File: config.mk
export PLATFORM = sky130hd
export DESIGN_NAME = dragonfly_spread_node_allocator
export DESIGN_NICKNAME = d
export VERILOG_FILES = /design/src/rtl/core/dsna_pkg.sv /design/src/rtl/core/dsna_map_ram.sv /design/src/rtl/core/dsna_cursor.sv /design/src/rtl/core/dragonfly_spread_node_allocator.sv
export SDC_FILE = /design/constraint.sdc
export NUM_CORES = 2
export LEC_CHECK = 0
export BUFFER_PORTS_ARGS = -buffer_cell sky130_fd_sc_hd__buf_2
export CORE_MARGIN = 1.5
export CORE_UTILIZATION = 40
export CTS_CLUSTER_SIZE = 30
export DETAILED_ROUTE_END_ITERATION = 8
export REMOVE_ABC_BUFFERS = 1
export SLEW_MARGIN = 0
export SYNTH_ARGS = -nofsm -noshare
export SYNTH_HDL_FRONTEND = slang
export SYNTH_SLANG_ARGS = --single-unit
File: constraint.sdc
create_clock -name clk -period 59.3 [get_ports clk]
set_input_delay 5.93 -clock clk [delete_from_list [all_inputs] [get_ports clk]]
set_output_delay 5.93 -clock clk [all_outputs]
set_load 0.005 [all_outputs]
File: src/rtl/core/dsna_pkg.sv
// dsna_pkg: shared constants and types for the dragonfly spread node allocator
// used by dsna_map_ram, dsna_cursor and dragonfly_spread_node_allocator
package dsna_pkg;

  localparam int MAX_NODES   = 1024;
  localparam int MAX_REQUEST = 64;
  localparam int ADDR_W      = $clog2(MAX_NODES);
  localparam int CNT_W       = $clog2(MAX_NODES + 1);
  localparam int CFG_W       = 7;
  localparam int REQ_W       = 7;
  localparam int PROD1_W     = 2 * CFG_W;
  localparam int PROD2_W     = 3 * CFG_W;

  // configuration register indexes
  localparam logic [1:0] REG_NODES_PER_ROUTER  = 2'd0;
  localparam logic [1:0] REG_ROUTERS_PER_GROUP = 2'd1;
  localparam logic [1:0] REG_GROUP_COUNT       = 2'd2;

  // action codes
  localparam logic [1:0] ACT_MARK_FREE = 2'd0;
  localparam logic [1:0] ACT_MARK_BUSY = 2'd1;
  localparam logic [1:0] ACT_ALLOC     = 2'd2;

  typedef struct packed {
    logic [CFG_W-1:0]  npr;
    logic [CFG_W-1:0]  rpg;
    logic [CFG_W-1:0]  gc;
    logic [CNT_W-1:0]  stride;  // nodes in one group
  } geom_t;

  typedef struct packed {
    logic load;
    logic step;
  } cur_ctl_t;

endpackage

File: src/rtl/core/dsna_map_ram.sv
// dsna_map_ram: one-bit free map, one write port, one registered read port
// depends on dsna_pkg for depth and address width
module dsna_map_ram (
  input  logic                       clk,
  input  logic                       we,
  input  logic [dsna_pkg::ADDR_W-1:0] waddr,
  input  logic                       wdata,
  input  logic [dsna_pkg::ADDR_W-1:0] raddr,
  output logic                       rdata
);

  logic mem [dsna_pkg::MAX_NODES];
  logic rdata_r;

  always_ff @(posedge clk) begin
    if (we) begin
      mem[waddr] <= wdata;
    end
  end

  always_ff @(posedge clk) begin
    rdata_r <= mem[raddr];
  end

  assign rdata = rdata_r;

endmodule

File: src/rtl/core/dsna_cursor.sv
// dsna_cursor: steps a node id through spread order without division
// depends on dsna_pkg for geometry and control structs
module dsna_cursor (
  input  logic                        clk,
  input  dsna_pkg::geom_t             geom,
  input  dsna_pkg::cur_ctl_t          ctl,
  output logic [dsna_pkg::ADDR_W-1:0] id
);

  localparam int W = dsna_pkg::CFG_W;
  localparam int A = dsna_pkg::ADDR_W;

  logic [W-1:0] a_r, a_nxt;     // node within router
  logic [W-1:0] b_r, b_nxt;     // router within group
  logic [W-1:0] g_r, g_nxt;     // group
  logic [A-1:0] id_r, id_nxt;
  logic [A-1:0] base_r, base_nxt; // first node of router b in group 0
  logic [A+1:0] jump;

  // same router in the next group: back to the router's first node, add a group
  assign jump = (A+2)'(id_r) + (A+2)'(1) + (A+2)'(geom.stride) - (A+2)'(geom.npr);

  always_comb begin
    a_nxt    = a_r;
    b_nxt    = b_r;
    g_nxt    = g_r;
    id_nxt   = id_r;
    base_nxt = base_r;
    if (ctl.load) begin
      a_nxt    = '0;
      b_nxt    = '0;
      g_nxt    = '0;
      id_nxt   = '0;
      base_nxt = '0;
    end else if (ctl.step) begin
      if (a_r + W'(1) != geom.npr) begin
        a_nxt  = a_r + W'(1);
        id_nxt = id_r + A'(1);
      end else begin
        a_nxt = '0;
        if (g_r + W'(1) != geom.gc) begin
          g_nxt  = g_r + W'(1);
          id_nxt = jump[A-1:0];
        end else begin
          g_nxt = '0;
          if (b_r + W'(1) != geom.rpg) begin
            b_nxt    = b_r + W'(1);
            base_nxt = base_r + A'(geom.npr);
            id_nxt   = base_r + A'(geom.npr);
          end else begin
            b_nxt    = '0;
            base_nxt = '0;
            id_nxt   = '0;
          end
        end
      end
    end
  end

  always_ff @(posedge clk) begin
    a_r    <= a_nxt;
    b_r    <= b_nxt;
    g_r    <= g_nxt;
    id_r   <= id_nxt;
    base_r <= base_nxt;
  end

  assign id = id_r;

endmodule

File: src/rtl/core/dragonfly_spread_node_allocator.sv
// dragonfly_spread_node_allocator: free map, free count and allocation sequencer
// depends on dsna_pkg, dsna_map_ram and dsna_cursor
// sequence: a mark item reads the node's free bit, then writes it if it changes; allocate
//   runs MUL1, MUL2, CHECK to a refusal or empty grant, else a count pass and a walk over the machine nodes
// throughput: one item at a time, set by the single free map read port
// reset: clearing pass over all 1024 free map entries with busy high; config to 4/16/16
// results appear on out_valid for one cycle each; the receiver cannot stall
module dragonfly_spread_node_allocator (
  input  logic                              clk,
  input  logic                              rst_n,
  input  logic                              start,
  output logic                              busy,
  input  logic [1:0]                        in_action,
  input  logic [dsna_pkg::ADDR_W-1:0]       in_node,
  input  logic [dsna_pkg::REQ_W-1:0]        in_count,
  output logic                              out_valid,
  output logic [dsna_pkg::ADDR_W-1:0]       out_node_id,
  output logic                              out_granted,
  output logic                              out_last,
  input  logic                              cfg_we,
  input  logic [1:0]                        cfg_index,
  input  logic [dsna_pkg::CFG_W-1:0]        cfg_wdata
);

  localparam int A  = dsna_pkg::ADDR_W;
  localparam int C  = dsna_pkg::CNT_W;
  localparam int W  = dsna_pkg::CFG_W;
  localparam int R  = dsna_pkg::REQ_W;
  localparam int P1 = dsna_pkg::PROD1_W;
  localparam int P2 = dsna_pkg::PROD2_W;

  localparam logic [2:0] S_CLEAR = 3'd0;
  localparam logic [2:0] S_IDLE  = 3'd1;
  localparam logic [2:0] S_MARK  = 3'd2;
  localparam logic [2:0] S_MUL1  = 3'd3;
  localparam logic [2:0] S_MUL2  = 3'd4;
  localparam logic [2:0] S_CHECK = 3'd5;
  localparam logic [2:0] S_COUNT = 3'd6;
  localparam logic [2:0] S_WALK  = 3'd7;

  logic [2:0]   state_r, state_nxt;
  logic [A-1:0] clr_r, clr_nxt;
  logic [1:0]   act_r, act_nxt;
  logic [A-1:0] node_r, node_nxt;
  logic [R-1:0] cnt_r, cnt_nxt;
  logic [C-1:0] free_total_r, free_total_nxt;
  logic [P1-1:0] prod_r, prod_nxt;
  logic [P2-1:0] total_r, total_nxt;
  logic [C-1:0] iss_r, iss_nxt;
  logic [C-1:0] acc_r, acc_nxt;
  logic [R-1:0] k_r, k_nxt;
  logic         rd_vld_r, rd_vld_nxt;
  logic [A-1:0] rd_id_r, rd_id_nxt;
  logic [W-1:0] npr_r, rpg_r, gc_r;

  logic         out_valid_r, out_valid_nxt;
  logic [A-1:0] out_node_id_r, out_node_id_nxt;
  logic         out_granted_r, out_granted_nxt;
  logic         out_last_r, out_last_nxt;

  logic         ram_we;
  logic [A-1:0] ram_waddr;
  logic         ram_wdata;
  logic [A-1:0] ram_raddr;
  logic         ram_rdata;

  dsna_pkg::geom_t    geom;
  dsna_pkg::cur_ctl_t cur_ctl;
  logic [A-1:0]       cur_id;

  logic         want;
  logic         issuing;
  logic [C-1:0] tot;

  assign tot  = total_r[C-1:0];
  assign want = (act_r == dsna_pkg::ACT_MARK_FREE);

  assign geom.npr    = npr_r;
  assign geom.rpg    = rpg_r;
  assign geom.gc     = gc_r;
  assign geom.stride = prod_r[C-1:0];

  dsna_map_ram u_map (
    .clk   (clk),
    .we    (ram_we),
    .waddr (ram_waddr),
    .wdata (ram_wdata),
    .raddr (ram_raddr),
    .rdata (ram_rdata)
  );

  dsna_cursor u_cursor (
    .clk  (clk),
    .geom (geom),
    .ctl  (cur_ctl),
    .id   (cur_id)
  );

  // configuration registers
  always_ff @(posedge clk) begin
    if (!rst_n) begin
      npr_r <= W'(4);
      rpg_r <= W'(16);
      gc_r  <= W'(16);
    end else if (cfg_we) begin
      case (cfg_index)
        dsna_pkg::REG_NODES_PER_ROUTER:  npr_r <= cfg_wdata;
        dsna_pkg::REG_ROUTERS_PER_GROUP: rpg_r <= cfg_wdata;
        dsna_pkg::REG_GROUP_COUNT:       gc_r  <= cfg_wdata;
        default: ;
      endcase
    end
  end

  always_comb begin
    state_nxt       = state_r;
    clr_nxt         = clr_r;
    act_nxt         = act_r;
    node_nxt        = node_r;
    cnt_nxt         = cnt_r;
    free_total_nxt  = free_total_r;
    prod_nxt        = prod_r;
    total_nxt       = total_r;
    iss_nxt         = iss_r;
    acc_nxt         = acc_r;
    k_nxt           = k_r;
    rd_vld_nxt      = 1'b0;
    rd_id_nxt       = rd_id_r;
    out_valid_nxt   = 1'b0;
    out_node_id_nxt = '0;
    out_granted_nxt = 1'b0;
    out_last_nxt    = 1'b0;
    ram_we          = 1'b0;
    ram_waddr       = node_r;
    ram_wdata       = 1'b0;
    ram_raddr       = in_node;
    cur_ctl.load    = 1'b0;
    cur_ctl.step    = 1'b0;
    issuing         = 1'b0;

    case (state_r)
      S_CLEAR: begin
        ram_we    = 1'b1;
        ram_waddr = clr_r;
        ram_wdata = 1'b0;
        clr_nxt   = clr_r + A'(1);
        if (clr_r == A'(dsna_pkg::MAX_NODES - 1)) begin
          state_nxt = S_IDLE;
        end
      end
      S_IDLE: begin
        if (start) begin
          act_nxt  = in_action;
          node_nxt = in_node;
          cnt_nxt  = in_count;
          if (in_action == dsna_pkg::ACT_MARK_FREE || in_action == dsna_pkg::ACT_MARK_BUSY) begin
            state_nxt = S_MARK;
          end else if (in_action == dsna_pkg::ACT_ALLOC) begin
            state_nxt = S_MUL1;
          end
        end
      end
      S_MARK: begin
        if (ram_rdata != want) begin
          ram_we    = 1'b1;
          ram_waddr = node_r;
          ram_wdata = want;
          free_total_nxt = want ? free_total_r + C'(1) : free_total_r - C'(1);
        end
        state_nxt = S_IDLE;
      end
      S_MUL1: begin
        prod_nxt  = P1'(npr_r) * P1'(rpg_r);
        state_nxt = S_MUL2;
      end
      S_MUL2: begin
        total_nxt = P2'(prod_r) * P2'(gc_r);
        state_nxt = S_CHECK;
      end
      S_CHECK: begin
        out_valid_nxt = 1'b1;
        out_last_nxt  = 1'b1;
        state_nxt     = S_IDLE;
        if (npr_r == '0 || rpg_r == '0 || gc_r == '0
            || total_r > P2'(dsna_pkg::MAX_NODES) || cnt_r > R'(dsna_pkg::MAX_REQUEST)) begin
          out_granted_nxt = 1'b0;
        end else if (cnt_r == '0) begin
          out_granted_nxt = 1'b1;
        end else if (free_total_r < C'(cnt_r)) begin
          out_granted_nxt = 1'b0;
        end else begin
          // free count is enough over the whole store; recount inside the machine
          out_valid_nxt = 1'b0;
          out_last_nxt  = 1'b0;
          iss_nxt       = '0;
          acc_nxt       = '0;
          state_nxt     = S_COUNT;
        end
      end
      S_COUNT: begin
        ram_raddr = iss_r[A-1:0];
        issuing   = (iss_r < tot);
        if (issuing) begin
          iss_nxt = iss_r + C'(1);
        end
        rd_vld_nxt = issuing;
        if (rd_vld_r && ram_rdata) begin
          acc_nxt = acc_r + C'(1);
        end
        if (!issuing && !rd_vld_r) begin
          if (acc_r < C'(cnt_r)) begin
            out_valid_nxt = 1'b1;
            out_last_nxt  = 1'b1;
            state_nxt     = S_IDLE;
          end else begin
            cur_ctl.load = 1'b1;
            iss_nxt      = '0;
            k_nxt        = '0;
            state_nxt    = S_WALK;
          end
        end
      end
      S_WALK: begin
        ram_raddr = cur_id;
        issuing   = (iss_r < tot);
        if (issuing) begin
          iss_nxt      = iss_r + C'(1);
          cur_ctl.step = 1'b1;
        end
        rd_vld_nxt = issuing;
        rd_id_nxt  = cur_id;
        if (rd_vld_r && ram_rdata) begin
          out_valid_nxt   = 1'b1;
          out_node_id_nxt = rd_id_r;
          out_granted_nxt = 1'b1;
          k_nxt           = k_r + R'(1);
          if (k_r + R'(1) == cnt_r) begin
            out_last_nxt = 1'b1;
            state_nxt    = S_IDLE;
          end
        end else if (!issuing && !rd_vld_r) begin
          state_nxt = S_IDLE;
        end
      end
      default: state_nxt = S_IDLE;
    endcase
  end

  always_ff @(posedge clk) begin
    if (!rst_n) begin
      state_r      <= S_CLEAR;
      clr_r        <= '0;
      free_total_r <= '0;
      rd_vld_r     <= 1'b0;
      out_valid_r  <= 1'b0;
    end else begin
      state_r      <= state_nxt;
      clr_r        <= clr_nxt;
      free_total_r <= free_total_nxt;
      rd_vld_r     <= rd_vld_nxt;
      out_valid_r  <= out_valid_nxt;
    end
  end

  always_ff @(posedge clk) begin
    act_r         <= act_nxt;
    node_r        <= node_nxt;
    cnt_r         <= cnt_nxt;
    prod_r        <= prod_nxt;
    total_r       <= total_nxt;
    iss_r         <= iss_nxt;
    acc_r         <= acc_nxt;
    k_r           <= k_nxt;
    rd_id_r       <= rd_id_nxt;
    out_node_id_r <= out_node_id_nxt;
    out_granted_r <= out_granted_nxt;
    out_last_r    <= out_last_nxt;
  end

  assign busy        = (state_r != S_IDLE);
  assign out_valid   = out_valid_r;
  assign out_node_id = out_node_id_r;
  assign out_granted = out_granted_r;
  assign out_last    = out_last_r;

endmodule

== Yosys cells after proc, flatten, opt, wreduce, memory -nomap -nowiden ==
Memory sizes are Yosys's and may differ from the RTL's. A register that Yosys moved wholly into a read port is not among the register bits.
Cells that the tools add are included.
Widths: inputs -> output; s select.

* Flip-flop bits (word level): 193
* RAM bits: 1024
* Bits of input ports: 32
* Output and inout bits: 14
* Logic and storage cells: 172
* Memories: 1

{| class="wikitable"
|+ Memories
! name !! depth !! width !! read ports !! clocked after Yosys merged registers in !! write ports !! line !! RTL
|-
| u_map.mem || 1024 || 1 || 1 || 1 || 1 || dsna_map_ram.sv:12 || <nowiki>logic mem [dsna_pkg::MAX_NODES];</nowiki>
|}

* Add/subtract/negate cells: 14
* Multipliers: 2
* Order comparisons: 5
* Equality and inequality tests: 30
* Muxes and demuxes: 59
* Bitwise logic cells: 2
* Reduce and logical (&&, ||, !) cells: 34

{| class="wikitable"
|+ Operators by type and width
! operator !! count
|-
| $mux 11 || 8
|-
| $mux 7 || 6
|-
| $mux 10 || 4
|-
| $mux 3 || 12
|-
| $add 11x1->11 const B || 3
|-
| $pmux 11 s3 || 1
|-
| $add 10x1->10 const B || 3
|-
| $add 7x1->7 const B || 4
|-
| $logic_not 7->1 || 4
|-
| $pmux 3 s8 || 1
|-
| $lt 11x7->1 || 2
|-
| $pmux 11 s2 || 1
|-
| $gt 21x11->1 const B || 1
|-
| $mul 14x7->21 || 1
|-
| $ne 7x7->1 || 3
|-
| $mux 1 || 20
|-
| $pmux 10 s2 || 1
|-
| $ne 2x2->1 const B || 9
|-
| $reduce_and 2->1 || 8
|-
| $mul 7x7->14 || 1
|-
| $pmux 7 s2 || 1
|-
| $eq 3x3->1 const B || 4
|-
| $lt 11x11->1 || 1
|-
| $sub 11x1->11 const B || 1
|-
| other kinds (28) || 46
|}

== Depth between registers and ports, before layout ==
* Depth in word-level cells: 7
* Mapped depth: 21
* Mapped depth without buffers: 19

== By module ==
A second synthesis with hierarchy kept.

* Cells, all modules: 4789
* Area, all modules: 60184.0 µm²

{| class="wikitable"
|+ Modules (own cells, without submodules)
! module !! instances !! cells an instance !! area an instance (µm²) !! seq. area each (µm²)
|-
| dsna_map_ram || 1 || 3112 || 44656.6 || 30769.5
|-
| dragonfly_spread_node_allocator || 1 || 1195 || 11812.6 || 3973.8
|-
| dsna_cursor || 1 || 482 || 3714.8 || 820.8
|}

== Least setup slack after synthesis ==
No wires, ideal clock.

* Kind: register to register
* Start point: reg act_r[1]
* End point: mem u_map.mem[0] (data pin)
* Data arrival time: 54515 ps
* Required time: 48652 ps
* Setup slack: -5863 ps
* Stages on the path, launching flop included: 6
* Cells stage by stage: edfxtp_1 > or2_2 > clkbuf_1 > inv_1 > ha_1 > nor4bb_1

* Longest elaborated chain between the ends: 4

{| class="wikitable"
|+ RTL lines
! what !! line !! RTL
|-
| start, declared || dragonfly_spread_node_allocator.sv:43 || <nowiki>logic [1:0] act_r, act_nxt;</nowiki>
|-
| start signal, assigned || dragonfly_spread_node_allocator.sv:266 || <nowiki>act_r <= act_nxt;</nowiki>
|-
| $logic_not 2->1 (*) || dragonfly_spread_node_allocator.sv:76 || <nowiki>assign want = (act_r == dsna_pkg::ACT_MARK_FREE);</nowiki>
|-
| $ne 1x1->1 || dragonfly_spread_node_allocator.sv:164 || <nowiki>if (ram_rdata != want) begin</nowiki>
|-
| $mux 1 (*) || dragonfly_spread_node_allocator.sv:164 ||
|-
| $mux 1 (*) || dragonfly_spread_node_allocator.sv:141 || <nowiki>case (state_r)</nowiki>
|-
| via ram_wdata || dragonfly_spread_node_allocator.sv:63 || <nowiki>logic ram_wdata;</nowiki>
|-
| end, declared || dsna_map_ram.sv:12 ||
|}

Mark *: on every way through the listed nets, which the timed path passes. The rest lies on a longest branch.

== Worst setup path in the final report ==
* Start point: in in_node[0] (netlist name)
* End point: reg u_map.rdata_r, in the netlist u_map.rdata, read port of u_map.mem

* Longest elaborated chain between the ends: 1

{| class="wikitable"
|+ RTL lines
! what !! line !! RTL
|-
| start, declared || dragonfly_spread_node_allocator.sv:14 || <nowiki>input logic [dsna_pkg::ADDR_W-1:0] in_node,</nowiki>
|-
| $pmux 10 s2 || dragonfly_spread_node_allocator.sv:141 ||
|-
| end, declared || dsna_map_ram.sv:13 || <nowiki>logic rdata_r;</nowiki>
|}

No other way between the ends.
A chain may end at the register's enable or synchronous reset.

==> out/metrics.cfg <==
[run_status]
run_status=completed

[cells_and_area]
layout.nets=5444
post-route-cell-area_um2=66500
fin_util=0.444
syn2layout_area_growth_pct=10.2
number_of_standard_cells_in_the_layout_taps_in_and_fillers_out=7309
filler_cell_count=13800
drive_gt1_frac=0.0941

[place]
preCtsSetupSlack_ns=48.30
hpwlAfterDp_mm=96.3
placement.cell_area_um2=62200
place.gp.congestion=0.872
dp.cells=7069
io_buffer_count=45

[timing]
post-route-period-util=0.171
final_period_minus_worst_setup_slack_ns=10.14
final.setup_skew_ns=0.0585
setup_ws_ns=49.16
hold_viol=0
timing.final.max_slew_violations=0
max_freq_mhz=98.6
setup_violations=0
worst_slew_pin_slew_ns=1.37
grt_setup_unrepaired=false
finalSetupTns_ns=0
worst_case_headroom_to_the_max_slew_limit=0.0839
fin_worst_hold_slack_ns=0.449

[detailed_routing]
post-route-drc-count=0
finalWirelength_mm=177
vias=41900
drt_first_iter_violations=5115
routed_wire_length_per_instance_um=24.3
dr.pass1.iters=8
via_per_inst=5.73
route.antenna.remaining_nets=0

[power]
cellLeakagePower_nw=21.1
p_switching_uw=487
design_power_total_mw=1.91
power_share_of_the_combinational_group=0.087
power.share.clock=0.425
p_per_area_nw_per_um2=28.8
intPower_mw=1.43
power.switching_fraction=0.254
share_seq_of_total_power=0.488
vdd.ir_drop.worst_v=0.0000242

[clock_tree]
tritoncts_clock_tree=done
clock_sink_count=1218
cts_buf_count=134
cts.repair.resized=0
clk_pin_slew_worst_paths_ns=0.06
ctsLongestPathBuffers=3
worstSkewPairLatency_ns=0.80
cts_root_buf=sky130_fd_sc_hd__clkbuf_16
cts-htree-levels=4
ctsHoldBuffers=0
cts_setup_buffers=0

[synth]
synth-seq-area-share=0.589
synth_edf_count=1117
ys_ff_latch=1218
syn_area_per_cell_um2=11.3
async_sr_flop_fraction=0
synth_cell_types=81
synth_warnings=0
synthCells=5337
most_frequently_used_flop_master_after_synthesis=sky130_fd_sc_hd__edfxtp_1
synth_area_um2=60300

[setup_path]
cp_max_fo=152
critPathArrivalTime_ns=10.78
cp-end-kind=flop
required_time_of_the_critical_path_ns=59.94
crit_path_start_kind=primary input
worst-setup-path-type=in -> reg

[global_route]
antenna_violations_before_repair=4
grt_max_degree=299
grt_pass1_wl_mm=261
vias_in_the_first_global_route=39900
grt-ovfl-total=0
grt_util_all_layers=0.230

[floorplanning]
core_um2=150000
die_height_um=391
starting_density_of_the_core=0.403
std_cell_rows=142
die-area_um2=153000
die_x_extent_um=391
ioPinCount=46

[flow_run]
maxCapViolCount=0

[worst_hold_path]
holdCritPathClass=reg -> reg

[cells in the mapped netlist (all sizes together) (17+ instances only)]
library cell / number / area, um2
nand3: 274 / 1370
mux2i: 129 / 1290
o21ai: 63 / 323
nor4: 24 / 156
nor2: 1198 / 4500
a22oi: 25 / 188
nand4: 48 / 300
a21oi: 138 / 691
edfxtp: 1117 / 33500
xor2: 50 / 438
dfxtp: 101 / 2020
buf: 171 / 990
nor3: 38 / 190
a31oi: 27 / 169
a21o: 31 / 233
clkbuf: 234 / 878
inv: 172 / 646
and2: 125 / 782
fa: 92 / 1840
or3: 20 / 125
mux4: 118 / 2670
ha: 131 / 1640
xnor2: 73 / 639
and3: 44 / 275
nand2: 638 / 2390
a211oi: 17 / 128
[kinds of logic after synthesis]
logic type	synth area share
compound gates	0.0495
xor+xnor	0.0179
fa+ha+maj	0.0577
buf+inv	0.0417
flops	0.589
mux	0.0668
simple gates	0.177
[worst max-delay path, cell delays in order]
cell,delay (ns)
sky130_fd_sc_hd__buf_2,0.12
sky130_fd_sc_hd__a21o_1,0.20
sky130_fd_sc_hd__o21ai_4,0.08
sky130_fd_sc_hd__buf_12,0.67
sky130_fd_sc_hd__buf_4,0.87
sky130_fd_sc_hd__buf_4,0.78
sky130_fd_sc_hd__mux4_2,0.59
sky130_fd_sc_hd__mux2i_1,0.16
sky130_fd_sc_hd__o21ai_0,0.09
sky130_fd_sc_hd__a2111oi_0,0.48
sky130_fd_sc_hd__nor4_1,0.17
sky130_fd_sc_hd__o221ai_1,0.41
sky130_fd_sc_hd__nand4_1,0.12
[final cells by class]
cell class / count / area (um2) / share of cell area
Sequential cell: 1218 / 35600 / 0.535
Clock inverter: 69 / 719 / 0.0108
Multi-Input combinational cell: 3542 / 22600 / 0.340
Clock buffer: 169 / 3540 / 0.0532
Antenna cell: 2 / 5.00 / 0.0000753
Timing Repair Buffer: 121 / 858 / 0.0129
Inverter: 172 / 646 / 0.00971
Tap cell: 2016 / 2520 / 0.0379
[layer usage]
metal / routed length (um) / global-route usage
met5: 27 / 0
met4: 5530 / 0.0743
met3: 16900 / 0.0418
met2: 79800 / 0.352
met1: 75200 / 0.328
[layout by cell type (no fill, tap or decap), types with 28 or more instances in the layout]
cell type / n
sky130_fd_sc_hd__nor2_1: 1193
sky130_fd_sc_hd__edfxtp_1: 1117
sky130_fd_sc_hd__nand2_1: 614
sky130_fd_sc_hd__nand3_1: 266
sky130_fd_sc_hd__inv_1: 172
sky130_fd_sc_hd__clkbuf_16: 135
sky130_fd_sc_hd__a21oi_1: 131
sky130_fd_sc_hd__ha_1: 131
sky130_fd_sc_hd__mux2i_1: 129
sky130_fd_sc_hd__and2_1: 123
sky130_fd_sc_hd__mux4_2: 116
sky130_fd_sc_hd__dfxtp_1: 101
sky130_fd_sc_hd__fa_1: 92
sky130_fd_sc_hd__xnor2_1: 73
sky130_fd_sc_hd__buf_4: 71
sky130_fd_sc_hd__o21ai_0: 58
sky130_fd_sc_hd__xor2_1: 50
sky130_fd_sc_hd__nand4_1: 48
sky130_fd_sc_hd__buf_2: 45
sky130_fd_sc_hd__and3_1: 44
sky130_fd_sc_hd__nor3_1: 37
sky130_fd_sc_hd__clkbuf_1: 31
sky130_fd_sc_hd__a21o_1: 28
[power groups by stage]
| stage | Sequential (mW) | Combinational (mW) | Clock, mW |
|---|---|---|---|
| 5_1_grt | 0.934 | 0.176 | 0.857 |
| 2_1_floorplan | 0.953 | 0.104 | 0 |
| 4_1_cts | 0.934 | 0.164 | 0.825 |
| 6_report | 0.934 | 0.166 | 0.814 |
| 3_5_place_dp | 0.952 | 0.163 | 0 |
| 3_3_place_gp | 0.952 | 0.162 | 0 |
[sequential cells by signal, summed over array words and instances (netlist names), 10 cells and up]
signal and flops:
rd_id_r 10, out_node_id 10, total_r 21, u_cursor.id 10, free_total_r 11, prod_r 14
u_map.mem 1024, node_r 10, clr_r 10, u_cursor.base_r 10, iss_r 11, acc_r 11
[worst paths after layout]
check,to,slack (ns),from,depth (start not counted)
setup / recovery,u_map.rdata$_DFF_P_,49.16,in_node[0],13
hold / removal,out_node_id[0]$_SDFF_PN0_,0.45,rd_id_r[0]$_DFFE_PP_,1
setup reg to reg,u_map.mem[315]$_DFFE_PP_,52.92,act_r[1]$_DFFE_PP_,8
hold reg to reg,out_node_id[0]$_SDFF_PN0_,0.45,rd_id_r[0]$_DFFE_PP_,1
No activity file was read; power rests on OpenSTA's default activity.
